## src/hdl/msadpcm_pkg.sv

```systemverilog
package msadpcm_pkg;

  // Block geometry and defaults.
  localparam int STEP_WIDTH_DEF = 24;
  localparam int NUM_PAIRS      = 7;
  localparam int PAIR_IDX_W     = $clog2(NUM_PAIRS);
  localparam int HEADER_LEN     = 14;
  localparam int CMD_DEPTH      = 4;
  localparam int OUT_DEPTH      = 4;
  localparam int FREE_W         = $clog2(OUT_DEPTH + 1);
  localparam int CFG_ADDR_W     = $clog2(NUM_PAIRS) + 2;

  // Header positions with a meaning of their own.
  localparam logic [3:0] HDR_DONE       = 4'd0;
  localparam logic [3:0] HDR_RIGHT_PRED = 4'd1;
  localparam logic [3:0] HDR_STEP_L     = 4'd3;
  localparam logic [3:0] HDR_STEP_R     = 4'd5;
  localparam logic [3:0] HDR_PREV1_L    = 4'd7;
  localparam logic [3:0] HDR_PREV1_R    = 4'd9;
  localparam logic [3:0] HDR_PREV2_L    = 4'd11;
  localparam logic [3:0] HDR_LAST       = 4'(HEADER_LEN - 1);

  // Sample and step limits.
  localparam int SAMPLE_MAX = 32767;
  localparam int SAMPLE_MIN = -32768;
  localparam int STEP_FLOOR = 16;

  // Reset values of the predictor pair registers.
  localparam logic [31:0] COEF_RESET [NUM_PAIRS] = '{
    32'd256, 32'd4278190592, 32'd0, 32'd4194496,
    32'd240, 32'd4281336268, 32'd4279763336
  };

  // Commands passed from the front to the back.
  typedef logic [2:0] op_t;
  localparam op_t OP_DATA          = 3'd0;
  localparam op_t OP_PRED_L        = 3'd1;
  localparam op_t OP_PRED_R        = 3'd2;
  localparam op_t OP_STEP          = 3'd3;
  localparam op_t OP_PREV_ONE      = 3'd4;
  localparam op_t OP_PREV_TWO      = 3'd5;
  localparam op_t OP_PREV_TWO_LAST = 3'd6;

  typedef struct packed {
    op_t         op;
    logic        ch;
    logic        bad;
    logic [31:0] data;
  } cmd_t;

  typedef struct packed {
    logic signed [15:0] left_sample;
    logic signed [15:0] right_sample;
    logic               bad;
    logic               last;
  } result_t;

  // Results pushed into the output queue in one cycle (zero, one or two).
  typedef struct packed {
    logic [1:0] n;
    result_t    first;
    result_t    second;
  } res_push_t;

  // Step adaptation factor, scaled by 256.
  function automatic logic [9:0] adapt_factor(input logic [3:0] nib);
    logic [9:0] f;
    case (nib)
      4'd4, 4'd12: f = 10'd307;
      4'd5, 4'd11: f = 10'd409;
      4'd6, 4'd10: f = 10'd512;
      4'd7, 4'd9:  f = 10'd614;
      4'd8:        f = 10'd768;
      default:     f = 10'd230;
    endcase
    return f;
  endfunction

endpackage

```

## src/hdl/msadpcm_out_queue.sv

```systemverilog
module msadpcm_out_queue
  import msadpcm_pkg::*;
(
  input  logic              clk,
  input  logic              rst,
  input  res_push_t         res_push,
  input  logic              pop,
  output result_t           head,
  output logic              empty,
  output logic [FREE_W-1:0] free
);

  localparam int PTR_W = $clog2(OUT_DEPTH);

  result_t           slots [OUT_DEPTH];
  logic [PTR_W-1:0]  wr_ptr;
  logic [PTR_W-1:0]  rd_ptr;
  logic [FREE_W-1:0] count;
  logic              do_pop;

  assign empty  = count == '0;
  assign free   = FREE_W'(OUT_DEPTH) - count;
  assign do_pop = pop && !empty;
  assign head   = slots[rd_ptr];

  // Pointers and fill count; up to two results enter per cycle.
  always_ff @(posedge clk) begin
    if (rst) begin
      wr_ptr <= '0;
      rd_ptr <= '0;
      count  <= '0;
    end else begin
      wr_ptr <= wr_ptr + PTR_W'(res_push.n);
      if (do_pop) rd_ptr <= rd_ptr + PTR_W'(1);
      count <= count + FREE_W'(res_push.n) - FREE_W'(do_pop);
    end
  end

  // Storage.
  always_ff @(posedge clk) begin
    if (res_push.n != 2'd0) slots[wr_ptr] <= res_push.first;
    if (res_push.n == 2'd2) slots[wr_ptr + PTR_W'(1)] <= res_push.second;
  end

  // The back end only pushes what fits.
  a_no_overflow: assert property (@(posedge clk) disable iff (rst)
    FREE_W'(res_push.n) <= free)
    else $error("result queue overflow");

  a_count_range: assert property (@(posedge clk) disable iff (rst)
    count <= FREE_W'(OUT_DEPTH))
    else $error("result queue count out of range");

endmodule

```

## config.mk

```make
export PLATFORM = sky130hd
export DESIGN_NAME = msadpcm_out_queue
export DESIGN_NICKNAME = d
export VERILOG_FILES = /design/src/hdl/msadpcm_pkg.sv /design/src/hdl/msadpcm_out_queue.sv
export SDC_FILE = /design/constraint.sdc
export NUM_CORES = 1
export LEC_CHECK = 0
export BUFFER_PORTS_ARGS = -buffer_cell sky130_fd_sc_hd__buf_4
export CORE_UTILIZATION = 57
export DETAILED_ROUTE_END_ITERATION = 8
export GPL_TIMING_DRIVEN = 0
export PLACE_DENSITY = 0.87
export SKIP_LAST_GASP = 1
export SYNTH_ARGS = -nofsm -noshare
export SYNTH_HDL_FRONTEND = slang
export SYNTH_SLANG_ARGS = --single-unit
```

## constraint.sdc

```tcl
create_clock -name clk -period 4.74 [get_ports clk]
set_input_delay 0.237 -clock clk [delete_from_list [all_inputs] [get_ports clk]]
set_output_delay 0.237 -clock clk [all_outputs]
set_load 0.02 [all_outputs]
```

==> summary.md <==
| Metric | Value |
|---|---|
| Crit path kind | `flip-flop to primary output` |
| Max Clock Skew | `0.00660 ns` |
| Final Critical Period | `2.48 ns` |
| Die width | `114 um` |
| Ys async rst share | `0%` |
| Cell row count | `40` |
| Critical path required time | `4.50 ns` |
| Slew Limit Fails | `0` |
| Tot Pwr | `4.08 mW` |
| Post-DRT Antenna Nets | `0` |
| Number of remaining DRC errors | `0` |
| CTS tree | `built` |
| Fill cells | `755` |
| Post-Syn Area | `7180 um^2` |
| DR vias/cell | `5.71` |
| Synth unique cells | `26` |
| # hold bufs at CTS | `0` |
| CP max FO | `10` |
| Initial drt markers | `317` |
| Final Wtd Congestion | `0.749` |
| Outcome | `finished clean` |
| Hold Violations, Final | `0` |
| Critical Path AT | `2.24 ns` |
| Diodes inserted | `0` |
| R2r worst-path depth | `12` |
| Yosys Warn Count | `0` |
| Overflow after GRT | `0` |
| # setup viols final | `0` |
| Post-Syn Instances | `382` |
| Initial antenna violation count | `0` |
| Clk slew on worst S/H paths | `0.06 ns` |
| Vias in the first global route | `4265` |
| Top FF cell, synth | `edfxtp_1` |
| Hold path start | `rst` |
| Final Util | `73.0%` |
| CP max stage delay | `0.58 ns` |
| Share of the synthesized area in the top cell type | `56.9%` |
| Reg2reg start | `count[0]` |
| Fin crit share | `52.4%` |
| IO buf count | `110` |
| Initial Utilization | `59.0%` |
| Worst min path class | `input port to flip-flop` |
| Share of layout cells above drive strength 1 | `61.8%` |
| DP HPWL | `9.80 mm` |
| Type of origin of the critical path | `flip-flop` |
| Full die area | `13000 um^2` |
| First-pass GRT wire length | `22.7 mm` |
| Clock Path Buffers | `2` |
| CP dominant cell by count | `clkbuf_1` |
| Largest net degree at the start of global routing | `30` |
| Post-synth EDFFs | `136` |
| Seq/Total Area, Yosys | `59.4%` |
| I/O pins | `111` |
| Leakage power | `3.26 nW` |
| Post-Route WL | `14.7 mm` |
| Hold path depth | `2` |
| Multi-input gate area | `2730 um^2` |
| Synth top area cells | `edfxtp_1, mux2_2, mux4_2, mux2_4, dfxtp_1` |
| Slowest cell on the critical path | `clkbuf_1` |
| Root Driver | `clkbuf_16` |
| Dominant cell type by area after synthesis | `edfxtp_1` |
| TritonCTS buffer count | `17` |
| Cell Pwr Density | `459 nW/um^2` |
| Clk sinks | `145` |
| Max VDD drop | `0.393 mV` |
| GRT Total Usage | `24.2%` |
| First-pass DRT Iterations | `4` |
| Worst setup EP type | `primary output` |
| Synthesis-to-layout area growth | `23.7%` |
| Wirelength per Cell | `21.1 um` |
| Post-CTS resize count | `0` |
| Nets | `596` |
| Worst-Margin Slew | `0.904 ns` |
| Total number of vias | `3977` |
| Mean Syn Cell Area | `18.8 um^2` |
| RSZ-0062 raised after global routing | `no` |
| Max cap viols | `0` |
| Flops & latches, synth | `145` |
| Top cells by count, synth | `edfxtp_1, mux2_2, mux4_2` |
| Register area | `4260 um^2` |
| Core ar. | `12200 um^2` |
| Setup Fix Bufs, Post-CTS | `0` |
| Most frequent cell after synthesis | `edfxtp_1` |
| Synth Net Count | `462` |
| Clock Latency Late Sink | `0.41 ns` |
| H-tree depth | `4` |
| Max Fclk | `0.403 GHz` |
| Slew margin rel. | `39.7%` |
| Die H | `114 um` |
| Cells along the critical path | `clkbuf_1 > clkbuf_1 > mux4_2 > buf_4` |
==> metrics by stage <==
step           std cells  worst slack [ns]  setup TNS (ns)  hold WS [ns]  instance area, um^2
2_1_floorplan        382              1.21               0         0.304                 7180
3_3_place_gp         660            -0.835          -28.27         0.462                 8210
3_5_place_dp         665              2.36               0         0.469                 8330
4_1_cts              697              2.21               0        0.0280                 8870
5_1_grt              697              2.12               0        0.0495                 8870
6_report             697              2.26               0        0.0395                 8870
==> power breakdown <==
part	leakage [nW]	switching (mW)	internal, mW
Sequential	1.35	0.0357	1.57
Clock	0.263	0.470	0.755
Combinational	1.64	0.628	0.616
Total	3.26	1.13	2.94
==> per-layer routing <==
| metal | wire, um | global-route usage [%] |
|---|---|---|
| met1 | 5850 | 30.0 |
| met2 | 7870 | 42.3 |
| met3 | 791 | 4.55 |
| met4 | 196 | 9.35 |
| met5 | 0 | 0 |
==> area by class of cell <==
cell class	count	area share [%]
buffer	25	2.06
clock buffer	32	6.11
inverter	7	0.296
multi-input combinational	205	30.8
sequential	145	48.1
tap	168	2.37
timing repair buffer	115	10.3
==> flip-flops by register name (all words and copies together) (netlist names), named ones only <==
name    flops
count       3
rd_ptr      2
slots     136
wr_ptr      2
==> kinds of logic after synthesis <==
family | synth area share (%)
buffers and inverters | 2.91
xor gates and xnor gates | 0.732
and+or+nand+nor | 1.74
adders and majority gates | 1.33
AOI/OAI and AO/OA | 0.279
DFF | 59.4
muxes | 33.6
==> worst paths after layout <==
path / slack [ns] / to
setup reg to reg: 2.36 / count[2]
hold reg to reg: 0.55 / flip-flop
hold / removal: 0.04 / count[1]
setup / recovery: 2.26 / head[24]
==> cell usage in the layout, fill, tap and decap left out, drive strengths merged <==
master / count
nor4: 1
fa: 1
dfxtp: 9
inv: 7
mux4: 34
nor2: 9
nand3: 1
buf: 136
nor2b: 5
and3b: 2
edfxtp: 136
o31ai: 1
a21oi: 1
mux2: 136
nand3b: 1
xor2: 2
xnor2: 4
a21o: 1
ha: 6
clkbuf: 36
==> worst max-delay path: cells and delay by family, from the launching register on <==
kind / cells / cell delay (ns)
buffers and inverters: 3 / 1.08
multiplexers: 1 / 0.43
flip-flops: 1 / 0.32
No activity file was read; power rests on OpenSTA's default activity.
