--- src/hdl/msadpcm_pkg.sv ---
package msadpcm_pkg;

  // Block geometry and defaults.
  localparam int STEP_WIDTH_DEF = 24;
  localparam int NUM_PAIRS      = 7;
  localparam int PAIR_IDX_W     = $clog2(NUM_PAIRS);
  localparam int HEADER_LEN     = 14;
  localparam int CMD_DEPTH      = 4;
  localparam int OUT_DEPTH      = 4;
  localparam int FREE_W         = $clog2(OUT_DEPTH + 1);
  localparam int CFG_ADDR_W     = $clog2(NUM_PAIRS) + 2;

  // Header positions with a meaning of their own.
  localparam logic [3:0] HDR_DONE       = 4'd0;
  localparam logic [3:0] HDR_RIGHT_PRED = 4'd1;
  localparam logic [3:0] HDR_STEP_L     = 4'd3;
  localparam logic [3:0] HDR_STEP_R     = 4'd5;
  localparam logic [3:0] HDR_PREV1_L    = 4'd7;
  localparam logic [3:0] HDR_PREV1_R    = 4'd9;
  localparam logic [3:0] HDR_PREV2_L    = 4'd11;
  localparam logic [3:0] HDR_LAST       = 4'(HEADER_LEN - 1);

  // Sample and step limits.
  localparam int SAMPLE_MAX = 32767;
  localparam int SAMPLE_MIN = -32768;
  localparam int STEP_FLOOR = 16;

  // Reset values of the predictor pair registers.
  localparam logic [31:0] COEF_RESET [NUM_PAIRS] = '{
    32'd256, 32'd4278190592, 32'd0, 32'd4194496,
    32'd240, 32'd4281336268, 32'd4279763336
  };

  // Commands passed from the front to the back.
  typedef logic [2:0] op_t;
  localparam op_t OP_DATA          = 3'd0;
  localparam op_t OP_PRED_L        = 3'd1;
  localparam op_t OP_PRED_R        = 3'd2;
  localparam op_t OP_STEP          = 3'd3;
  localparam op_t OP_PREV_ONE      = 3'd4;
  localparam op_t OP_PREV_TWO      = 3'd5;
  localparam op_t OP_PREV_TWO_LAST = 3'd6;

  typedef struct packed {
    op_t         op;
    logic        ch;
    logic        bad;
    logic [31:0] data;
  } cmd_t;

  typedef struct packed {
    logic signed [15:0] left_sample;
    logic signed [15:0] right_sample;
    logic               bad;
    logic               last;
  } result_t;

  // Results pushed into the output queue in one cycle (zero, one or two).
  typedef struct packed {
    logic [1:0] n;
    result_t    first;
    result_t    second;
  } res_push_t;

  // Step adaptation factor, scaled by 256.
  function automatic logic [9:0] adapt_factor(input logic [3:0] nib);
    logic [9:0] f;
    case (nib)
      4'd4, 4'd12: f = 10'd307;
      4'd5, 4'd11: f = 10'd409;
      4'd6, 4'd10: f = 10'd512;
      4'd7, 4'd9:  f = 10'd614;
      4'd8:        f = 10'd768;
      default:     f = 10'd230;
    endcase
    return f;
  endfunction

endpackage

--- src/hdl/msadpcm_cmd_queue.sv ---
module msadpcm_cmd_queue
  import msadpcm_pkg::*;
(
  input  logic clk,
  input  logic rst,
  input  logic push,
  input  cmd_t cmd_in,
  input  logic pop,
  output cmd_t cmd_out,
  output logic full,
  output logic empty
);

  localparam int PTR_W = $clog2(CMD_DEPTH);
  localparam int CNT_W = $clog2(CMD_DEPTH + 1);

  cmd_t             slots [CMD_DEPTH];
  logic [PTR_W-1:0] wr_ptr;
  logic [PTR_W-1:0] rd_ptr;
  logic [CNT_W-1:0] count;
  logic             do_push;
  logic             do_pop;

  assign full    = count == CNT_W'(CMD_DEPTH);
  assign empty   = count == '0;
  assign do_push = push && !full;
  assign do_pop  = pop && !empty;
  assign cmd_out = slots[rd_ptr];

  // Pointer and fill count.
  always_ff @(posedge clk) begin
    if (rst) begin
      wr_ptr <= '0;
      rd_ptr <= '0;
      count  <= '0;
    end else begin
      if (do_push) wr_ptr <= wr_ptr + PTR_W'(1);
      if (do_pop) rd_ptr <= rd_ptr + PTR_W'(1);
      count <= count + CNT_W'(do_push) - CNT_W'(do_pop);
    end
  end

  // Storage.
  always_ff @(posedge clk) begin
    if (do_push) slots[wr_ptr] <= cmd_in;
  end

endmodule

--- config.mk ---
export PLATFORM = sky130hd
export DESIGN_NAME = msadpcm_cmd_queue
export DESIGN_NICKNAME = d
export VERILOG_FILES = /design/src/hdl/msadpcm_pkg.sv /design/src/hdl/msadpcm_cmd_queue.sv
export SDC_FILE = /design/constraint.sdc
export NUM_CORES = 1
export LEC_CHECK = 0
export ABC_AREA = 1
export ABC_CLOCK_PERIOD_IN_PS = 4100
export BUFFER_PORTS_ARGS = -buffer_cell sky130_fd_sc_hd__buf_2
export CAP_MARGIN = 20
export CORE_UTILIZATION = 45
export DETAILED_ROUTE_END_ITERATION = 12
export GPL_ROUTABILITY_DRIVEN = 0
export GPL_TIMING_DRIVEN = 0
export PLACE_DENSITY = 0.63
export SLEW_MARGIN = 20
export SYNTH_ARGS = -nofsm -noshare
export SYNTH_HDL_FRONTEND = slang
export SYNTH_SLANG_ARGS = --single-unit
export TNS_END_PERCENT = 30
--- constraint.sdc ---
create_clock -name clk -period 4.1 [get_ports clk]
set_input_delay 0.615 -clock clk [delete_from_list [all_inputs] [get_ports clk]]
set_output_delay 0.615 -clock clk [all_outputs]
set_load 0.05 [all_outputs]
==> metrics.txt <==
# TYPE chip_impl_metric gauge
chip_impl_info{name="outcome",value="finished clean"} 1
chip_impl_info{name="timing.critical_path.from_type",value="flip-flop"} 1
chip_impl_metric{name="critPathRequiredTime",unit="ns"} 3.48
chip_impl_info{name="path_class",value="flip-flop to output port"} 1
chip_impl_info{name="critPathSlowestCell",value="sky130_fd_sc_hd__clkbuf_1"} 1
chip_impl_metric{name="final_routed_wirelength_across_all_metal_layers",unit="um"} 12200
chip_impl_metric{name="post-route-cell-area",unit="um^2"} 7270
chip_impl_metric{name="synthesis.nets",unit=""} 475
chip_impl_metric{name="timing_max_transition_violations_final",unit=""} 0
chip_impl_metric{name="yosysSeqAreaShare",unit=""} 0.774
chip_impl_metric{name="clk_transition_reported_paths",unit="ns"} 0.06
chip_impl_metric{name="worst_slew_margin_rel",unit=""} 0.595
chip_impl_metric{name="ys_seq_elements",unit=""} 157
chip_impl_metric{name="post_cts.resized_instances",unit=""} 0
chip_impl_metric{name="synthesized_netlist_cell_count",unit=""} 427
chip_impl_metric{name="io_buffers",unit=""} 79
chip_impl_metric{name="post_dp_area",unit="um^2"} 6690
chip_impl_metric{name="critical_path_arrival",unit="ns"} 2.09
chip_impl_metric{name="synth_edf_count",unit=""} 148
chip_impl_metric{name="drt-initial-drc-count",unit=""} 338
chip_impl_metric{name="place_worst_setup_slack",unit="ns"} 1.75
chip_impl_metric{name="floorplan.die.height",unit="um"} 117
chip_impl_metric{name="pin_count",unit=""} 80
chip_impl_metric{name="worst_clock_skew",unit="ns"} 0.00813
chip_impl_metric{name="hpwl",unit="um"} 7580
chip_impl_metric{name="grt_antenna_before_repair",unit=""} 1
chip_impl_info{name="clock_tree_from_tritoncts",value="yes"} 1
chip_impl_info{name="clock_tree_root_buffer_cell",value="sky130_fd_sc_hd__clkbuf_16"} 1
chip_impl_metric{name="syn-cell-area",unit="um^2"} 5970
chip_impl_metric{name="drt-pass1-iter-count",unit=""} 4
chip_impl_metric{name="clockBufferDepth",unit=""} 2
chip_impl_metric{name="grt_start_max_net_pins",unit=""} 24
chip_impl_metric{name="synth.avg_cell_area",unit="um^2"} 14.0
chip_impl_info{name="yosys_most_used_dff",value="sky130_fd_sc_hd__edfxtp_1"} 1
chip_impl_metric{name="grt_first_pass_wirelength",unit="um"} 18600
chip_impl_metric{name="total_power",unit="uW"} 5180
chip_impl_metric{name="cts_hold_repair.buffers",unit=""} 0
chip_impl_metric{name="first_global_vias",unit=""} 3615
chip_impl_metric{name="rrSetupSlack",unit="ns"} 1.90
chip_impl_metric{name="antenna-diode-count",unit=""} 0
chip_impl_metric{name="drt-wirelength-per-cell",unit="um"} 17.1
chip_impl_metric{name="synthArstFlopShare",unit=""} 0
chip_impl_metric{name="clock_latency",unit="ns"} 0.41
chip_impl_metric{name="placement_rows",unit=""} 41
chip_impl_metric{name="max-cap-violations",unit=""} 0
chip_impl_metric{name="area_of_the_placeable_core",unit="um^2"} 12800
chip_impl_metric{name="max_slew.worst_pin.slew",unit="ns"} 0.606
chip_impl_metric{name="power-per-cell-area",unit="nW/um^2"} 712
chip_impl_metric{name="critical_path_buf_inv_count",unit=""} 3
chip_impl_metric{name="post_layout_nets",unit=""} 577
chip_impl_info{name="cp_cell_sequence",value="inv_1 > clkbuf_1 > o21ai_0 > o22ai_1 > buf_2"} 1
chip_impl_metric{name="cts_buffers",unit=""} 17
chip_impl_metric{name="setup_viol",unit=""} 0
chip_impl_metric{name="layout-drive-gt1-share",unit=""} 0.244
chip_impl_metric{name="synth_cell_type_count",unit=""} 18
chip_impl_info{name="element_type_at_the_critical_path_end",value="output port"} 1
chip_impl_metric{name="globalRouteOverflowTotal",unit=""} 0
chip_impl_metric{name="final_period_minus_worst_setup_slack",unit="ns"} 2.70
chip_impl_metric{name="static-leakage-power",unit="uW"} 0.00265
chip_impl_info{name="timing.hold.worst.class",value="input port to flip-flop"} 1
chip_impl_metric{name="timing.final.ws_setup",unit="ns"} 1.40
chip_impl_metric{name="vdd_drop_max",unit="uV"} 611
chip_impl_info{name="rsz_0062_raised_after_global_routing",value="false"} 1
chip_impl_metric{name="cts_sinks",unit=""} 157
chip_impl_metric{name="die_outline_area",unit="um^2"} 13700
chip_impl_metric{name="start_util",unit=""} 0.468
chip_impl_metric{name="viasPerCell",unit=""} 5.13
chip_impl_metric{name="detail-route-antenna-nets",unit=""} 0
chip_impl_metric{name="area_delta_synth_final",unit="%"} 21.8
chip_impl_metric{name="fin_util",unit=""} 0.569
chip_impl_metric{name="final_routed_drc_violation_total",unit=""} 0
chip_impl_metric{name="cts_setup_buffers",unit=""} 0
chip_impl_metric{name="critPathMaxFanout",unit=""} 10
chip_impl_metric{name="timing.critical_path.slowest_cell_delay",unit="ns"} 0.42
chip_impl_metric{name="die_w",unit="um"} 117
chip_impl_metric{name="htree_num_levels",unit=""} 4
chip_impl_info{name="critical_path.top_delay_family",value="buffers and inverters"} 1
chip_impl_metric{name="timing_hold_violations_final",unit=""} 0
chip_impl_metric{name="ys.warnings.count",unit=""} 0
chip_impl_metric{name="period_share",unit=""} 0.659
chip_impl_metric{name="via_count",unit=""} 3666
chip_impl_metric{name="fmaxAchievable",unit="MHz"} 370
chip_impl_metric{name="global_route.usage.total",unit=""} 0.191
==> synthesized netlist by cell type (4+ instances only) <==
cell type | n | area share
sky130_fd_sc_hd__clkbuf_1 | 9 | 0.0057
sky130_fd_sc_hd__nand2_1 | 12 | 0.0075
sky130_fd_sc_hd__o22ai_1 | 37 | 0.039
sky130_fd_sc_hd__buf_6 | 8 | 0.015
sky130_fd_sc_hd__o21ai_0 | 46 | 0.039
sky130_fd_sc_hd__nor2_1 | 88 | 0.055
sky130_fd_sc_hd__inv_1 | 19 | 0.012
sky130_fd_sc_hd__nand3_1 | 4 | 0.0034
sky130_fd_sc_hd__dfxtp_1 | 9 | 0.030
sky130_fd_sc_hd__buf_2 | 4 | 0.0034
sky130_fd_sc_hd__edfxtp_1 | 148 | 0.74
sky130_fd_sc_hd__o21ai_1 | 28 | 0.023
sky130_fd_sc_hd__a21oi_1 | 5 | 0.0042
sky130_fd_sc_hd__ha_1 | 6 | 0.013
==> worst paths after layout <==
kind	from	end	cells after the start
worst min register to register	rd_ptr[0]$_SDFFE_PP0P_	rd_ptr[0]$_SDFFE_PP0P_	2
worst min-delay path	rst	count[0]$_SDFF_PP0_	2
worst max register to register	count[1]$_SDFF_PP0_	count[2]$_SDFF_PP0_	9
worst max-delay path	flip-flop	cmd_out[1]	5
==> final cells by class <==
cell class / count / area (um^2)
fillers: 1029 / 5500
flip-flops and latches: 157 / 4620
multi-input cells: 227 / 1150
repair buffers: 83 / 475
clock buffers: 17 / 425
well taps: 172 / 215
plain buffers: 23 / 156
clock inverters: 15 / 154
inverters: 20 / 75.1
==> worst register-to-register path, delay by kind of cell (launching register included) <==
kind	cells	cell delay, ns
flip-flops	1	0.35
AO/OA/AOI/OAI	1	0.15
AND/OR/NAND/NOR	4	0.59
buffers and inverters	1	0.04
adder cells (fa/ha/maj)	3	0.97
==> cell usage in the layout, fill, tap and decap left out, drive strengths merged <==
cell      Yosys  routed
nand3         4       4
dfxtp         9       9
clkinv        0      11
nor2         88      88
o21ai        74      74
clkinvlp      0       1
buf          13      96
ha            6       6
bufinv        0       3
clkbuf       10      27
fa            1       1
o22ai        37      37
a21oi         5       5
inv          20      20
edfxtp      148     148
nand2        12      12
==> power breakdown <==
part	switching (uW)	internal (uW)	total, uW
logic	1260	397	1660
registers	47.5	1950	2000
clock network	578	942	1520
total	1890	3290	5180
==> layer usage <==
layer / part of all wire / up-vias / track usage
met1: 0.44 / 1771 / 0.242
met3: 0.065 / 12 / 0.0716
li1: - / 1780 / -
met4: 0.0091 / 2 / 0.0700
met2: 0.49 / 101 / 0.302
met5: 0.00090 / - / 0
==> kinds of logic (layout without fill, tap and decap cells) <==
kind of cell	after synthesis	in the layout	share of synthesized area
simple gates	104	104	0.0662
flops	157	157	0.774
compound gates	116	116	0.105
fa+ha+maj	7	7	0.0159
buf+inv	43	158	0.0388
==> state kept, by name, indices dropped and copies added (netlist names), named ones only <==
register  cells
wr_ptr        2
count         3
rd_ptr        2
slots       148
==> through the flow <==
| stage | instances | setup TNS, ns | hold slack, ns |
|---|---|---|---|
| 2_1_floorplan | 427 | 0 | 0.448 |
| 3_3_place_gp | 678 | -6.69 | 0.466 |
| 3_5_place_dp | 682 | 0 | 0.489 |
| 4_1_cts | 714 | 0 | 0.378 |
| 5_1_grt | 714 | 0 | 0.387 |
| 6_report | 714 | 0 | 0.391 |
Note: power is estimated with default switching activity, not from simulation.
