`config.mk`:
```
export PLATFORM = sky130hd
export DESIGN_NAME = msadpcm_front
export DESIGN_NICKNAME = d
export VERILOG_FILES = /design/src/hdl/msadpcm_pkg.sv /design/src/hdl/msadpcm_front.sv
export SDC_FILE = /design/constraint.sdc
export NUM_CORES = 1
export LEC_CHECK = 0
export BUFFER_PORTS_ARGS = -buffer_cell sky130_fd_sc_hd__buf_2
export CAP_MARGIN = 20
export CORE_AREA = 3 3 107 109
export CTS_BUF_LIST = sky130_fd_sc_hd__clkbuf_16
export CTS_CLUSTER_DIAMETER = 60
export DETAILED_ROUTE_END_ITERATION = 16
export DIE_AREA = 0 0 110 112
export GPL_ROUTABILITY_DRIVEN = 0
export GPL_TIMING_DRIVEN = 0
export PLACE_DENSITY = 0.69
export SYNTH_ARGS = -nofsm -noshare
export SYNTH_HDL_FRONTEND = slang
export SYNTH_SLANG_ARGS = --single-unit
```
`constraint.sdc`:
```
create_clock -name clk -period 2.84 [get_ports clk]
set_input_delay 0.142 -clock clk [delete_from_list [all_inputs] [get_ports clk]]
set_output_delay 0.142 -clock clk [all_outputs]
set_load 0.01 [all_outputs]
```
`src/hdl/msadpcm_pkg.sv`:
```
package msadpcm_pkg;

  // Block geometry and defaults.
  localparam int STEP_WIDTH_DEF = 24;
  localparam int NUM_PAIRS      = 7;
  localparam int PAIR_IDX_W     = $clog2(NUM_PAIRS);
  localparam int HEADER_LEN     = 14;
  localparam int CMD_DEPTH      = 4;
  localparam int OUT_DEPTH      = 4;
  localparam int FREE_W         = $clog2(OUT_DEPTH + 1);
  localparam int CFG_ADDR_W     = $clog2(NUM_PAIRS) + 2;

  // Header positions with a meaning of their own.
  localparam logic [3:0] HDR_DONE       = 4'd0;
  localparam logic [3:0] HDR_RIGHT_PRED = 4'd1;
  localparam logic [3:0] HDR_STEP_L     = 4'd3;
  localparam logic [3:0] HDR_STEP_R     = 4'd5;
  localparam logic [3:0] HDR_PREV1_L    = 4'd7;
  localparam logic [3:0] HDR_PREV1_R    = 4'd9;
  localparam logic [3:0] HDR_PREV2_L    = 4'd11;
  localparam logic [3:0] HDR_LAST       = 4'(HEADER_LEN - 1);

  // Sample and step limits.
  localparam int SAMPLE_MAX = 32767;
  localparam int SAMPLE_MIN = -32768;
  localparam int STEP_FLOOR = 16;

  // Reset values of the predictor pair registers.
  localparam logic [31:0] COEF_RESET [NUM_PAIRS] = '{
    32'd256, 32'd4278190592, 32'd0, 32'd4194496,
    32'd240, 32'd4281336268, 32'd4279763336
  };

  // Commands passed from the front to the back.
  typedef logic [2:0] op_t;
  localparam op_t OP_DATA          = 3'd0;
  localparam op_t OP_PRED_L        = 3'd1;
  localparam op_t OP_PRED_R        = 3'd2;
  localparam op_t OP_STEP          = 3'd3;
  localparam op_t OP_PREV_ONE      = 3'd4;
  localparam op_t OP_PREV_TWO      = 3'd5;
  localparam op_t OP_PREV_TWO_LAST = 3'd6;

  typedef struct packed {
    op_t         op;
    logic        ch;
    logic        bad;
    logic [31:0] data;
  } cmd_t;

  typedef struct packed {
    logic signed [15:0] left_sample;
    logic signed [15:0] right_sample;
    logic               bad;
    logic               last;
  } result_t;

  // Results pushed into the output queue in one cycle (zero, one or two).
  typedef struct packed {
    logic [1:0] n;
    result_t    first;
    result_t    second;
  } res_push_t;

  // Step adaptation factor, scaled by 256.
  function automatic logic [9:0] adapt_factor(input logic [3:0] nib);
    logic [9:0] f;
    case (nib)
      4'd4, 4'd12: f = 10'd307;
      4'd5, 4'd11: f = 10'd409;
      4'd6, 4'd10: f = 10'd512;
      4'd7, 4'd9:  f = 10'd614;
      4'd8:        f = 10'd768;
      default:     f = 10'd230;
    endcase
    return f;
  endfunction

endpackage

```
`src/hdl/msadpcm_front.sv`:
```
module msadpcm_front
  import msadpcm_pkg::*;
(
  input  logic        clk,
  input  logic        rst,
  input  logic        push,
  input  logic [7:0]  in_byte,
  input  logic        block_start,
  input  logic        cmd_full,
  input  logic [31:0] coef_pair [NUM_PAIRS],
  output logic        cmd_push,
  output cmd_t        cmd
);

  logic [3:0]            hdr_pos;
  logic [3:0]            hdr_pos_next;
  logic [7:0]            held_byte;
  logic [7:0]            held_byte_next;
  logic                  accept;
  logic                  has_cmd;
  logic                  bad_idx;
  logic [PAIR_IDX_W-1:0] pair_sel;
  logic [15:0]           word;

  assign accept = push && !cmd_full;

  // Predictor index lookup; an out-of-range index falls back to the last pair.
  assign bad_idx  = in_byte > 8'(NUM_PAIRS - 1);
  assign pair_sel = bad_idx ? PAIR_IDX_W'(NUM_PAIRS - 1) : in_byte[PAIR_IDX_W-1:0];
  assign word     = {in_byte, held_byte};

  // Classify the byte by its place in the block.
  always_comb begin
    hdr_pos_next   = hdr_pos;
    held_byte_next = held_byte;
    has_cmd        = 1'b0;
    cmd.op         = OP_DATA;
    cmd.ch         = 1'b0;
    cmd.bad        = 1'b0;
    cmd.data       = {24'd0, in_byte};
    if (block_start) begin
      has_cmd      = 1'b1;
      cmd.op       = OP_PRED_L;
      cmd.bad      = bad_idx;
      cmd.data     = coef_pair[pair_sel];
      hdr_pos_next = HDR_RIGHT_PRED;
    end else if (hdr_pos == HDR_DONE) begin
      has_cmd = 1'b1;
    end else if (hdr_pos == HDR_RIGHT_PRED) begin
      has_cmd      = 1'b1;
      cmd.op       = OP_PRED_R;
      cmd.ch       = 1'b1;
      cmd.bad      = bad_idx;
      cmd.data     = coef_pair[pair_sel];
      hdr_pos_next = hdr_pos + 4'd1;
    end else if (!hdr_pos[0]) begin
      held_byte_next = in_byte;
      hdr_pos_next   = hdr_pos + 4'd1;
    end else begin
      has_cmd  = 1'b1;
      cmd.data = {16'd0, word};
      case (hdr_pos)
        HDR_STEP_L: begin
          cmd.op = OP_STEP;
        end
        HDR_STEP_R: begin
          cmd.op = OP_STEP;
          cmd.ch = 1'b1;
        end
        HDR_PREV1_L: begin
          cmd.op = OP_PREV_ONE;
        end
        HDR_PREV1_R: begin
          cmd.op = OP_PREV_ONE;
          cmd.ch = 1'b1;
        end
        HDR_PREV2_L: begin
          cmd.op = OP_PREV_TWO;
        end
        default: begin
          cmd.op = OP_PREV_TWO_LAST;
          cmd.ch = 1'b1;
        end
      endcase
      hdr_pos_next = (hdr_pos >= HDR_LAST) ? HDR_DONE : hdr_pos + 4'd1;
    end
  end

  assign cmd_push = accept && has_cmd;

  // Header tracking registers.
  always_ff @(posedge clk) begin
    if (rst) begin
      hdr_pos   <= HDR_DONE;
      held_byte <= 8'd0;
    end else if (accept) begin
      hdr_pos   <= hdr_pos_next;
      held_byte <= held_byte_next;
    end
  end

  // The header position never runs past the last header byte.
  a_hdr_range: assert property (@(posedge clk) disable iff (rst)
    hdr_pos <= HDR_LAST)
    else $error("header position out of range");

endmodule

```
==> impl_metrics.py <==
metrics = {
    "outcome": {
        "status": "completed",
    },
    "final_layout": {
        "fin_cells": 909,
        "nFillCells": 1158,
        "syn2layout_area_growth_pct": 46.74,
        "finish.utilization": 0.4825,
        "finalNetCount": 1010,
        "drive_gt1_frac": 0.4537,
        "final_area_um2": 5161,
    },
    "sta": {
        "setup-violations-final": 0,
        "rsz0062_at_grt": "false",
        "final-hold-violation-count": 0,
        "finalCritPeriodShare": 0.9630,
        "worst_pin_slew_ps": 814.5,
        "whs_ps": 94.75,
        "fin_skew_ps": 0.3377,
        "finalCriticalPeriod_ps": 2735,
        "drv_slew": 0,
        "fin_tns_setup_ps": 0,
        "slew_headroom": 0.4570,
        "fmax_ghz": 0.3656,
    },
    "pwr": {
        "power_density_nw_per_um2": 202.6,
        "p_seq_frac": 0.165,
        "power_frac_comb": 0.591,
        "p_leak_nw": 2.321,
        "peakVddDrop_uv": 150.1,
        "power_switching_w": 0.0003945,
        "clkPwrFrac": 0.244,
        "cellInternalPower_w": 0.0006509,
        "switching_share": 0.3774,
    },
    "cts": {
        "clk_pin_slew_ps": 40,
        "clock_path_buffers": 2,
        "cts_max_level": 1,
        "cts-root-buf": "clkbuf_16",
        "insertion_delay_ps": 240,
        "cts_num_sinks": 12,
        "cts_buffers": 3,
        "cts_tree": "built",
        "cts_hold_buf": 0,
    },
    "floorplanning": {
        "core-area_um2": 10700,
        "initial_core_util": 0.3288,
        "io_pins": 275,
        "die_y_um": 112,
        "fp.dieW_um": 110,
        "die_area_um2": 12320,
        "rows": 38,
    },
    "place": {
        "dpl_cell_area_um2": 5039,
        "io_buffers": 269,
        "place_inst": 904,
        "dpl.hpwl_um": 13970,
    },
    "setup_path": {
        "path_depth": 8,
        "crit_type": "register to output pin",
        "startpoint": "hdr_pos[0]",
        "slowest_delay_ps": 540,
        "arrival_ps": 2590,
        "required_ps": 2700,
        "r2r_setup_slack_ps": 460,
        "worst-path-buf-inv": 3,
        "rr_endpoint": "held_byte[0]",
        "worstSetupEndpoint": "cmd[23]",
        "worst_path_max_delay_cell": "or4b_4",
        "crit_chain": "inv_2 -> ha_2 -> or4b_4 -> a2111o_1 -> buf_4 -> a211o_1 -> o211ai_1 -> buf_2",
        "reg2reg_from": "hdr_pos[1]",
        "path_delay_family": "compound AO/OA/AOI/OAI gates",
        "r2r_cells": 6,
        "start_kind": "register",
        "cp_max_fo": 7,
        "endpoint_kind": "output pin",
    },
    "global_routing": {
        "grt_pass1_wl_um": 24720,
        "overflow": 0,
        "grt_pass1_vias": 4721,
        "grt_max_degree": 11,
        "antenna_found_initial": 2,
        "track_usage": 0.2564,
    },
    "drt": {
        "drc": 0,
        "routed_wl_um": 17130,
        "vias_per_cell": 5.535,
        "drt-wirelength-per-cell_um": 18.85,
        "drtIter0Drc": 296,
        "dr.pass1.iters": 6,
        "ant_nets": 0,
        "num_vias": 5031,
    },
    "yosys": {
        "ys_seq_area_frac": 0.06830,
        "synth_ff_type": "dfxtp_1",
        "ys_seq_elements": 12,
        "synthArstFlopShare": 0,
        "synth_cells": 495,
        "synthesis.area_um2": 3517,
        "synth_fp_nets": 736,
        "synth_cell_types": 55,
        "synth_edf_count": 0,
        "synth.avg_cell_area_um2": 7.105,
        "synth_area_leader_cell": "mux2i_1",
        "synth_top_area_frac": 0.08822,
        "synth_commonest_cells": "nor2b_1 (44), clkbuf_1 (37), nor2_1 (33)",
        "synth.area.top_cells": "mux2i_1 (8.8%), mux2_2 (8.3%), nor2b_1 (7.8%)",
        "yosysMostFrequentCell": "nor2b_1",
        "ys_warn_count": 0,
    },
    "worst_hold_path": {
        "holdCritPathClass": "input pin to register",
    },
    "run": {
        "drv_cap": 0,
    },
}
[per-stage QoR]
step	setup WS, ps	total power, W
finish	105.0	0.001045
global route	16.52	0.001109
CTS	5.795	0.001040
detailed placement	-129.3	0.0007836
global placement	-96.86	0.0007776
floorplan	495.6	0.0004965
[worst register-to-register path: stages, from the launching register on]
cell and delay [ps]:
dfxtp_1 390, inv_1 110, ha_2 240, or2_2 370, a2111oi_4 800, mux2i_1 290
nor2_1 50
[layer usage]
metal  track usage  wire (µm)  vias to the layer above
met4       0.08146        405                        0
met1        0.3251       6907                     2288
li1              -          -                     2420
met5             0          0                        -
met3       0.03768       1540                       35
met2        0.4397       8278                      288
[state kept, by name (all words and copies together) (netlist names)]
signal,cells
hdr_pos,4
held_byte,8
[how the worst min path moves through the flow]
| stage | startpoint | end | slack, ps | cells past startpoint |
|---|---|---|---|---|
| 2_1_floorplan | rst | hdr_pos[0] | 210 | 1 |
| 3_3_place_gp | rst | hdr_pos[0] | 340 | 2 |
| 3_5_place_dp | rst | hdr_pos[0] | 340 | 2 |
| 4_1_cts | rst | hdr_pos[0] | 90 | 2 |
| 5_1_grt | rst | hdr_pos[0] | 100 | 2 |
| 6_report | rst | hdr_pos[0] | 90 | 2 |
[power by group through the flow]
stage	registers (W)	logic [W]	clock network, W
floorplan	0.000175	0.000322	0
global placement	0.000175	0.000603	0
detailed placement	0.000175	0.000608	0
CTS	0.000172	0.000613	0.000254
global route	0.000173	0.000676	0.000261
finish	0.000172	0.000618	0.000255
[cell type report]
| type | count | area [µm²] | area share |
|---|---|---|---|
| multi-input cells | 404 | 2964 | 0.5743 |
| repair buffers | 270 | 1354 | 0.2623 |
| plain buffers | 54 | 257.7 | 0.04994 |
| flip-flops and latches | 12 | 240.2 | 0.04655 |
| well taps | 140 | 175.2 | 0.03394 |
| inverters | 24 | 90.09 | 0.01745 |
| clock buffers | 3 | 75.07 | 0.01455 |
| diodes | 2 | 5.005 | 0.0009697 |
[what timing repair did]
| action | 4_1_cts | 5_1_grt |
|---|---|---|
| pin swaps | 1 | 0 |
| resized for setup | 7 | 7 |
| setup endpoints to repair | 30 | 28 |
| buffers inserted | 1 | 0 |
[kinds of logic (layout without fill, tap and decap cells)]
| logic type | after synthesis | count (layout) | share of synthesized area |
|---|---|---|---|
| AO/OA/AOI/OAI | 188 | 188 | 0.4073 |
| AND/OR/NAND/NOR | 155 | 155 | 0.2412 |
| buffers and inverters | 79 | 351 | 0.09747 |
| multiplexers | 57 | 57 | 0.1715 |
| flip-flops | 12 | 12 | 0.06830 |
| adder cells (fa/ha/maj) | 4 | 4 | 0.01423 |
| other | 0 | 2 | 0 |
[cells in the final DEF (no fill, tap or decap), types with 3 or more instances in the layout]
cell and count:
buf_1 3, clkbuf_16 3, nand2_1 21, a22oi_2 4, a32oi_1 7, and2_1 3, o32ai_2 10, o221ai_1 7
nor3b_1 7, mux2i_1 31, buf_2 279, buf_6 4, a22oi_1 6, buf_4 3, o21ai_0 32, o31ai_1 13
nor4_1 9, o21a_1 9, a31oi_1 4, o211ai_1 6, nor2_1 33, a211o_1 6, clkbuf_1 33, nand2b_1 5
dfxtp_1 12, a2bb2oi_1 7, a211oi_1 25, mux2_2 26, nor3_1 10, nand3_1 8, inv_1 23, nor2b_1 44
a21oi_1 30, a221oi_1 9
(Power assumes the default switching activity.)
