[src/hdl/msadpcm_pkg.sv]
package msadpcm_pkg;

  // Block geometry and defaults.
  localparam int STEP_WIDTH_DEF = 24;
  localparam int NUM_PAIRS      = 7;
  localparam int PAIR_IDX_W     = $clog2(NUM_PAIRS);
  localparam int HEADER_LEN     = 14;
  localparam int CMD_DEPTH      = 4;
  localparam int OUT_DEPTH      = 4;
  localparam int FREE_W         = $clog2(OUT_DEPTH + 1);
  localparam int CFG_ADDR_W     = $clog2(NUM_PAIRS) + 2;

  // Header positions with a meaning of their own.
  localparam logic [3:0] HDR_DONE       = 4'd0;
  localparam logic [3:0] HDR_RIGHT_PRED = 4'd1;
  localparam logic [3:0] HDR_STEP_L     = 4'd3;
  localparam logic [3:0] HDR_STEP_R     = 4'd5;
  localparam logic [3:0] HDR_PREV1_L    = 4'd7;
  localparam logic [3:0] HDR_PREV1_R    = 4'd9;
  localparam logic [3:0] HDR_PREV2_L    = 4'd11;
  localparam logic [3:0] HDR_LAST       = 4'(HEADER_LEN - 1);

  // Sample and step limits.
  localparam int SAMPLE_MAX = 32767;
  localparam int SAMPLE_MIN = -32768;
  localparam int STEP_FLOOR = 16;

  // Reset values of the predictor pair registers.
  localparam logic [31:0] COEF_RESET [NUM_PAIRS] = '{
    32'd256, 32'd4278190592, 32'd0, 32'd4194496,
    32'd240, 32'd4281336268, 32'd4279763336
  };

  // Commands passed from the front to the back.
  typedef logic [2:0] op_t;
  localparam op_t OP_DATA          = 3'd0;
  localparam op_t OP_PRED_L        = 3'd1;
  localparam op_t OP_PRED_R        = 3'd2;
  localparam op_t OP_STEP          = 3'd3;
  localparam op_t OP_PREV_ONE      = 3'd4;
  localparam op_t OP_PREV_TWO      = 3'd5;
  localparam op_t OP_PREV_TWO_LAST = 3'd6;

  typedef struct packed {
    op_t         op;
    logic        ch;
    logic        bad;
    logic [31:0] data;
  } cmd_t;

  typedef struct packed {
    logic signed [15:0] left_sample;
    logic signed [15:0] right_sample;
    logic               bad;
    logic               last;
  } result_t;

  // Results pushed into the output queue in one cycle (zero, one or two).
  typedef struct packed {
    logic [1:0] n;
    result_t    first;
    result_t    second;
  } res_push_t;

  // Step adaptation factor, scaled by 256.
  function automatic logic [9:0] adapt_factor(input logic [3:0] nib);
    logic [9:0] f;
    case (nib)
      4'd4, 4'd12: f = 10'd307;
      4'd5, 4'd11: f = 10'd409;
      4'd6, 4'd10: f = 10'd512;
      4'd7, 4'd9:  f = 10'd614;
      4'd8:        f = 10'd768;
      default:     f = 10'd230;
    endcase
    return f;
  endfunction

endpackage

[src/hdl/msadpcm_back.sv]
module msadpcm_back
  import msadpcm_pkg::*;
#(
  parameter int STEP_WIDTH = STEP_WIDTH_DEF
) (
  input  logic              clk,
  input  logic              rst,
  input  cmd_t              cmd,
  input  logic              cmd_valid,
  output logic              cmd_pop,
  input  logic [FREE_W-1:0] out_free,
  output res_push_t         res_push
);

  localparam int SW    = STEP_WIDTH;
  localparam int PS_W  = SW + 10;
  localparam int PC_W  = SW + 5;
  localparam int NS_W  = PS_W - 8;
  localparam int SUM_W = ((SW + 5) > 25 ? (SW + 5) : 25) + 1;
  localparam logic [SW-1:0] STEP_MAX = '1;
  localparam logic [SW-1:0] STEP_MIN = SW'(STEP_FLOOR);

  // Channel state.
  logic signed [15:0] coef_first  [2];
  logic signed [15:0] coef_second [2];
  logic signed [15:0] prev_one    [2];
  logic signed [15:0] prev_two    [2];
  logic [SW-1:0]      step        [2];
  logic               err;
  logic               busy;

  // Product stage.
  logic [3:0]             nib  [2];
  logic signed [31:0]     pa_c [2];
  logic signed [31:0]     pb_c [2];
  logic signed [PC_W-1:0] pc_c [2];
  logic [PS_W-1:0]        ps_c [2];
  logic signed [31:0]     pa_r [2];
  logic signed [31:0]     pb_r [2];
  logic signed [PC_W-1:0] pc_r [2];
  logic [PS_W-1:0]        ps_r [2];

  // Sum and clamp stage.
  logic signed [32:0]      sum      [2];
  logic signed [24:0]      pred     [2];
  logic signed [SUM_W-1:0] s        [2];
  logic [NS_W-1:0]         ns       [2];
  logic signed [15:0]      new_samp [2];
  logic [SW-1:0]           new_step [2];

  logic issue;
  logic issue_data;

  // Take a command only when no decode is in flight and two result slots are free.
  assign issue      = cmd_valid && !busy && (out_free >= FREE_W'(2));
  assign issue_data = issue && (cmd.op == OP_DATA);
  assign cmd_pop    = issue;

  // Products of the predictor and the step adaptation, both channels.
  always_comb begin
    nib[0] = cmd.data[7:4];
    nib[1] = cmd.data[3:0];
    for (int ch = 0; ch < 2; ch++) begin
      pa_c[ch] = prev_one[ch] * coef_first[ch];
      pb_c[ch] = prev_two[ch] * coef_second[ch];
      pc_c[ch] = $signed(nib[ch]) * $signed({1'b0, step[ch]});
      ps_c[ch] = PS_W'(adapt_factor(nib[ch])) * PS_W'(step[ch]);
    end
  end

  // Prediction, clamp and new step.
  always_comb begin
    for (int ch = 0; ch < 2; ch++) begin
      sum[ch]  = 33'(pa_r[ch]) + 33'(pb_r[ch]);
      pred[ch] = sum[ch][32:8];
      s[ch]    = SUM_W'(pc_r[ch]) + SUM_W'(pred[ch]);
      if (s[ch] > SUM_W'(SAMPLE_MAX)) begin
        new_samp[ch] = 16'sh7fff;
      end else if (s[ch] < SUM_W'(SAMPLE_MIN)) begin
        new_samp[ch] = -16'sh8000;
      end else begin
        new_samp[ch] = s[ch][15:0];
      end
      ns[ch] = ps_r[ch][PS_W-1:8];
      if (|ns[ch][NS_W-1:SW]) begin
        new_step[ch] = STEP_MAX;
      end else if (ns[ch][SW-1:0] < STEP_MIN) begin
        new_step[ch] = STEP_MIN;
      end else begin
        new_step[ch] = ns[ch][SW-1:0];
      end
    end
  end

  // Results toward the output queue.
  always_comb begin
    res_push        = '0;
    res_push.first  = '{left_sample: new_samp[0], right_sample: new_samp[1],
                        bad: err, last: 1'b1};
    res_push.second = '{left_sample: prev_one[0], right_sample: prev_one[1],
                        bad: err, last: 1'b1};
    if (busy) begin
      res_push.n = 2'd1;
    end else if (issue && (cmd.op == OP_PREV_TWO_LAST)) begin
      res_push.n     = 2'd2;
      res_push.first = '{left_sample: prev_two[0], right_sample: cmd.data[15:0],
                         bad: err, last: 1'b0};
    end
  end

  // Product registers carry no reset.
  always_ff @(posedge clk) begin
    if (issue_data) begin
      pa_r <= pa_c;
      pb_r <= pb_c;
      pc_r <= pc_c;
      ps_r <= ps_c;
    end
  end

  // Channel state updates.
  always_ff @(posedge clk) begin
    if (rst) begin
      busy <= 1'b0;
      err  <= 1'b0;
      for (int ch = 0; ch < 2; ch++) begin
        coef_first[ch]  <= '0;
        coef_second[ch] <= '0;
        prev_one[ch]    <= '0;
        prev_two[ch]    <= '0;
        step[ch]        <= STEP_MIN;
      end
    end else begin
      busy <= issue_data;
      if (busy) begin
        for (int ch = 0; ch < 2; ch++) begin
          step[ch]     <= new_step[ch];
          prev_two[ch] <= prev_one[ch];
          prev_one[ch] <= new_samp[ch];
        end
      end
      if (issue) begin
        case (cmd.op)
          OP_PRED_L: begin
            err            <= cmd.bad;
            coef_first[0]  <= cmd.data[15:0];
            coef_second[0] <= cmd.data[31:16];
          end
          OP_PRED_R: begin
            err            <= err || cmd.bad;
            coef_first[1]  <= cmd.data[15:0];
            coef_second[1] <= cmd.data[31:16];
          end
          OP_STEP: begin
            step[cmd.ch] <= SW'(cmd.data[15:0]);
          end
          OP_PREV_ONE: begin
            prev_one[cmd.ch] <= cmd.data[15:0];
          end
          OP_PREV_TWO, OP_PREV_TWO_LAST: begin
            prev_two[cmd.ch] <= cmd.data[15:0];
          end
          default: begin
          end
        endcase
      end
    end
  end

  // A data byte yields exactly one result in the cycle after it is taken.
  a_data_one_result: assert property (@(posedge clk) disable iff (rst)
    issue_data |=> (res_push.n == 2'd1))
    else $error("data byte did not produce one result");

  // An adapted step never drops below the floor.
  a_step_floor: assert property (@(posedge clk) disable iff (rst)
    busy |=> (step[0] >= STEP_MIN) && (step[1] >= STEP_MIN))
    else $error("adapted step below floor");

endmodule

[config.mk]
export PLATFORM = sky130hd
export DESIGN_NAME = msadpcm_back
export DESIGN_NICKNAME = d
export VERILOG_FILES = /design/src/hdl/msadpcm_pkg.sv /design/src/hdl/msadpcm_back.sv
export SDC_FILE = /design/constraint.sdc
export NUM_CORES = 2
export LEC_CHECK = 0
export BUFFER_PORTS_ARGS = -buffer_cell sky130_fd_sc_hd__buf_2
export CORE_MARGIN = 5
export CORE_UTILIZATION = 56
export CTS_BUF_LIST = sky130_fd_sc_hd__clkbuf_2 sky130_fd_sc_hd__clkbuf_4 sky130_fd_sc_hd__clkbuf_8
export DETAILED_ROUTE_END_ITERATION = 7
export GPL_TIMING_DRIVEN = 0
export PLACE_DENSITY_LB_ADDON = 0.3
export SYNTH_ARGS = -nofsm -noshare
export SYNTH_HDL_FRONTEND = slang
export SYNTH_SLANG_ARGS = --single-unit
[constraint.sdc]
create_clock -name clk -period 23.1 [get_ports clk]
set_input_delay 1.155 -clock clk [delete_from_list [all_inputs] [get_ports clk]]
set_output_delay 1.155 -clock clk [all_outputs]
set_load 0.03 [all_outputs]
==> impl_metrics.yaml <==
outcome:
  status: "finished, violations left"
  failed_checks: "max-capacitance violations, max-slew violations"
setup_path:
  max_stage_delay_ns: 0.96
  crit_end: "res_push[55]"
  arrival_ns: 9.09
  reg2reg_depth: 25
  rr_endpoint: "pa_r[31]"
  setup.worst_path.start: "pa_r[43]"
  cp-end-kind: "output pin"
  critPathKind: "reg -> out"
  crit_slowest_cell: "a311oi_1"
  cpMostUsedCell: "a21o_1"
  ff2ff_setup_slack_ns: 14.72
  cp.required_ns: 21.95
  rr_startpoint: "prev_one[1][9]"
  start_kind: "flip-flop"
  crit_fanout: 10
placed_design:
  placed_cell_area_um2: 82200
  place_hpwl_mm: 180
  dp.cells: 10196
  io_buffers: 100
  gp_congestion: 0.938
  dp_slack_ns: 12.89
die:
  dieHeight_um: 386
  die_w_um: 386
  ioPinCount: 114
  rows: 137
  core_um2: 140000
  initial_core_util: 0.565
  die_area_um2: 149000
global_routing:
  grt_pass1_vias: 61622
  grt_pass1_wl_mm: 342
  grt_start_max_net_pins: 33
  grt_usage: 0.299
  antenna_found_initial: 17
  overflow: 0
cts:
  clock_latency_ns: 0.81
  tritoncts: "built"
  htreeDepth: 3
  cts_resized: 0
  cts-root-buf: "clkbuf_8"
  cts_sinks: 416
  holdBufCountCts: 0
  numCtsBuffers: 79
  clk_pin_slew_worst_paths_ns: 0.07
  clockBufferDepth: 3
  cts_setup_buffers: 0
timing:
  slew_headroom: -0.00480
  finalMaxSlewViolations: 1
  tns_ns: 0
  fin_crit_ns: 10.24
  finalClockSkew_ns: 0.0674
  finalHoldViolCount: 0
  postLayoutSetupSlackWorst_ns: 12.86
  fmax_mhz: 97.6
  fin_crit_sh: 0.443
  rsz0062_at_grt: "false"
  setup_violations: 0
  tightest_slew_ns: 1.49
synthesis:
  netlist_area_um2: 79000
  synthTopCellsByArea: "fa_1 38%, edfxtp_1 15%, ha_1 11%"
  ys_ff_latch: 416
  postSynthCellCount: 8194
  ys_async_sr_fraction: 0
  avgSynthCellArea_um2: 9.65
  synthDistinctLibCells: 98
  synth_edf_count: 398
  synth-main-ff-cell: "edfxtp_1"
  netlist.area_leader.share: 0.376
  syn-num-nets: 10429
  ys_warn_count: 0
  seq_area_frac_synth: 0.156
  synth_area_leader_cell: "fa_1"
hold_path:
  hp-start: "err"
  min-delay-path-class: "reg -> reg"
pwr:
  switchingPower_uw: 4290
  internal-power_uw: 4210
  combPwrFrac: 0.764
  power_density_nw_per_um2: 101
  ir_worst_vdd_v: 0.000105
  p_sw_frac: 0.505
  p_leak_uw: 0.0392
  seqPwrFrac: 0.144
  pwr-share-clk: 0.092
job:
  maxCapViolCount: 1
routing:
  viasPerCell: 5.61
  drt_iter0_drc: 4342
  via_count: 58102
  dr.pass1.iters: 5
  routed_wl_mm: 214
  drc_errors: 0
  antenna_left: 0
  wire_per_inst_um: 20.7
final_layout:
  fin_area_um2: 83900
  final_common_cell: "inv_1"
  drive_gt1_frac: 0.0392
  layout_common_cells: "1611 x inv_1, 1486 x fa_1, 1031 x nand2_1"
  nets: 10636
  stdcell_count: 10352
  syn_to_final_growth_pct: 6.12
## metrics by stage
stage	utilization	power (uW)	hold WS, ns
final	0.600	8490	0.511
after global routing	0.600	9320	0.533
after CTS	0.600	8470	0.501
after detailed placement	0.588	7610	0.488
after global placement	0.585	7500	0.484
after floorplan	-	6080	0.459
## kinds of logic (layout without fill, tap and decap cells)
logic type                 after synthesis  in the layout  share of synthesized area
muxes                                    4              4                   0.000522
and+or+nand+nor                       2432           2432                      0.152
buffers and inverters                 1926           2198                     0.0921
adders and majority gates             2192           2192                      0.488
other                                    1             11                  0.0000474
AOI/OAI and AO/OA                      913            913                     0.0767
xor gates and xnor gates               310            310                     0.0343
DFF                                    416            416                      0.156
## synth_stat cells, types with 34 or more instances
library cell / instances
o21ai_0: 176
inv_1: 1611
clkbuf_1: 288
o21a_1: 66
ha_1: 706
and2_1: 706
a21o_1: 88
xnor2_1: 232
edfxtp_1: 398
fa_1: 1486
nor2b_1: 39
a22o_1: 34
a21oi_1: 251
nor2_1: 208
xor2_1: 78
nand2b_1: 141
nand2_1: 1031
nor3_1: 101
nand3_1: 61
## metal layers
metal  wire length (um)  vias up  track usage
met4              10600        2        0.119
met3              19100      489       0.0664
met5                 13        -            0
li1                   -    26043            -
met2              98000     2137        0.474
met1              86700    29431        0.402
## worst max-delay path, delay by kind of cell, from the launching register on
kind                       cells  cell delay, ns
AOI/OAI and AO/OA             16            4.93
buffers and inverters          2            0.53
DFF                            1            0.38
xor gates and xnor gates       1            0.23
and+or+nand+nor                5            1.50
adders and majority gates      2            0.73
## worst min path at each step
stage	cells past startpoint	endpoint	slack (ns)
after global routing	2	err	0.53
after CTS	2	err	0.50
after floorplan	2	err	0.46
final	2	err	0.51
after global placement	2	err	0.48
after detailed placement	2	err	0.49
## layout make-up
type,instances,area [um^2]
clock inverters,41,322
repair buffers,126,808
clock buffers,105,1290
multi-input cells,5852,59500
plain buffers,313,1230
flip-flops and latches,416,12300
fillers,12045,56000
diodes,10,25.0
well taps,1876,2350
inverters,1613,6050
## registers in the layout, summed over array words and instances (netlist names)
signal / flops
coef_first: 32
coef_second: 32
pc_r: 58
prev_one: 32
prev_two: 32
step: 48
ns: 52
err: 1
pa_r: 64
busy: 1
pb_r: 64
## power by group through the flow
stage	Combinational, uW	Clock [uW]	Sequential [uW]
floorplan	4880	0	1190
global placement	6260	0	1240
detailed placement	6380	0	1230
CTS	6450	798	1220
global route	7270	828	1220
finish	6490	783	1220
No activity file was read; power rests on OpenSTA's default activity.
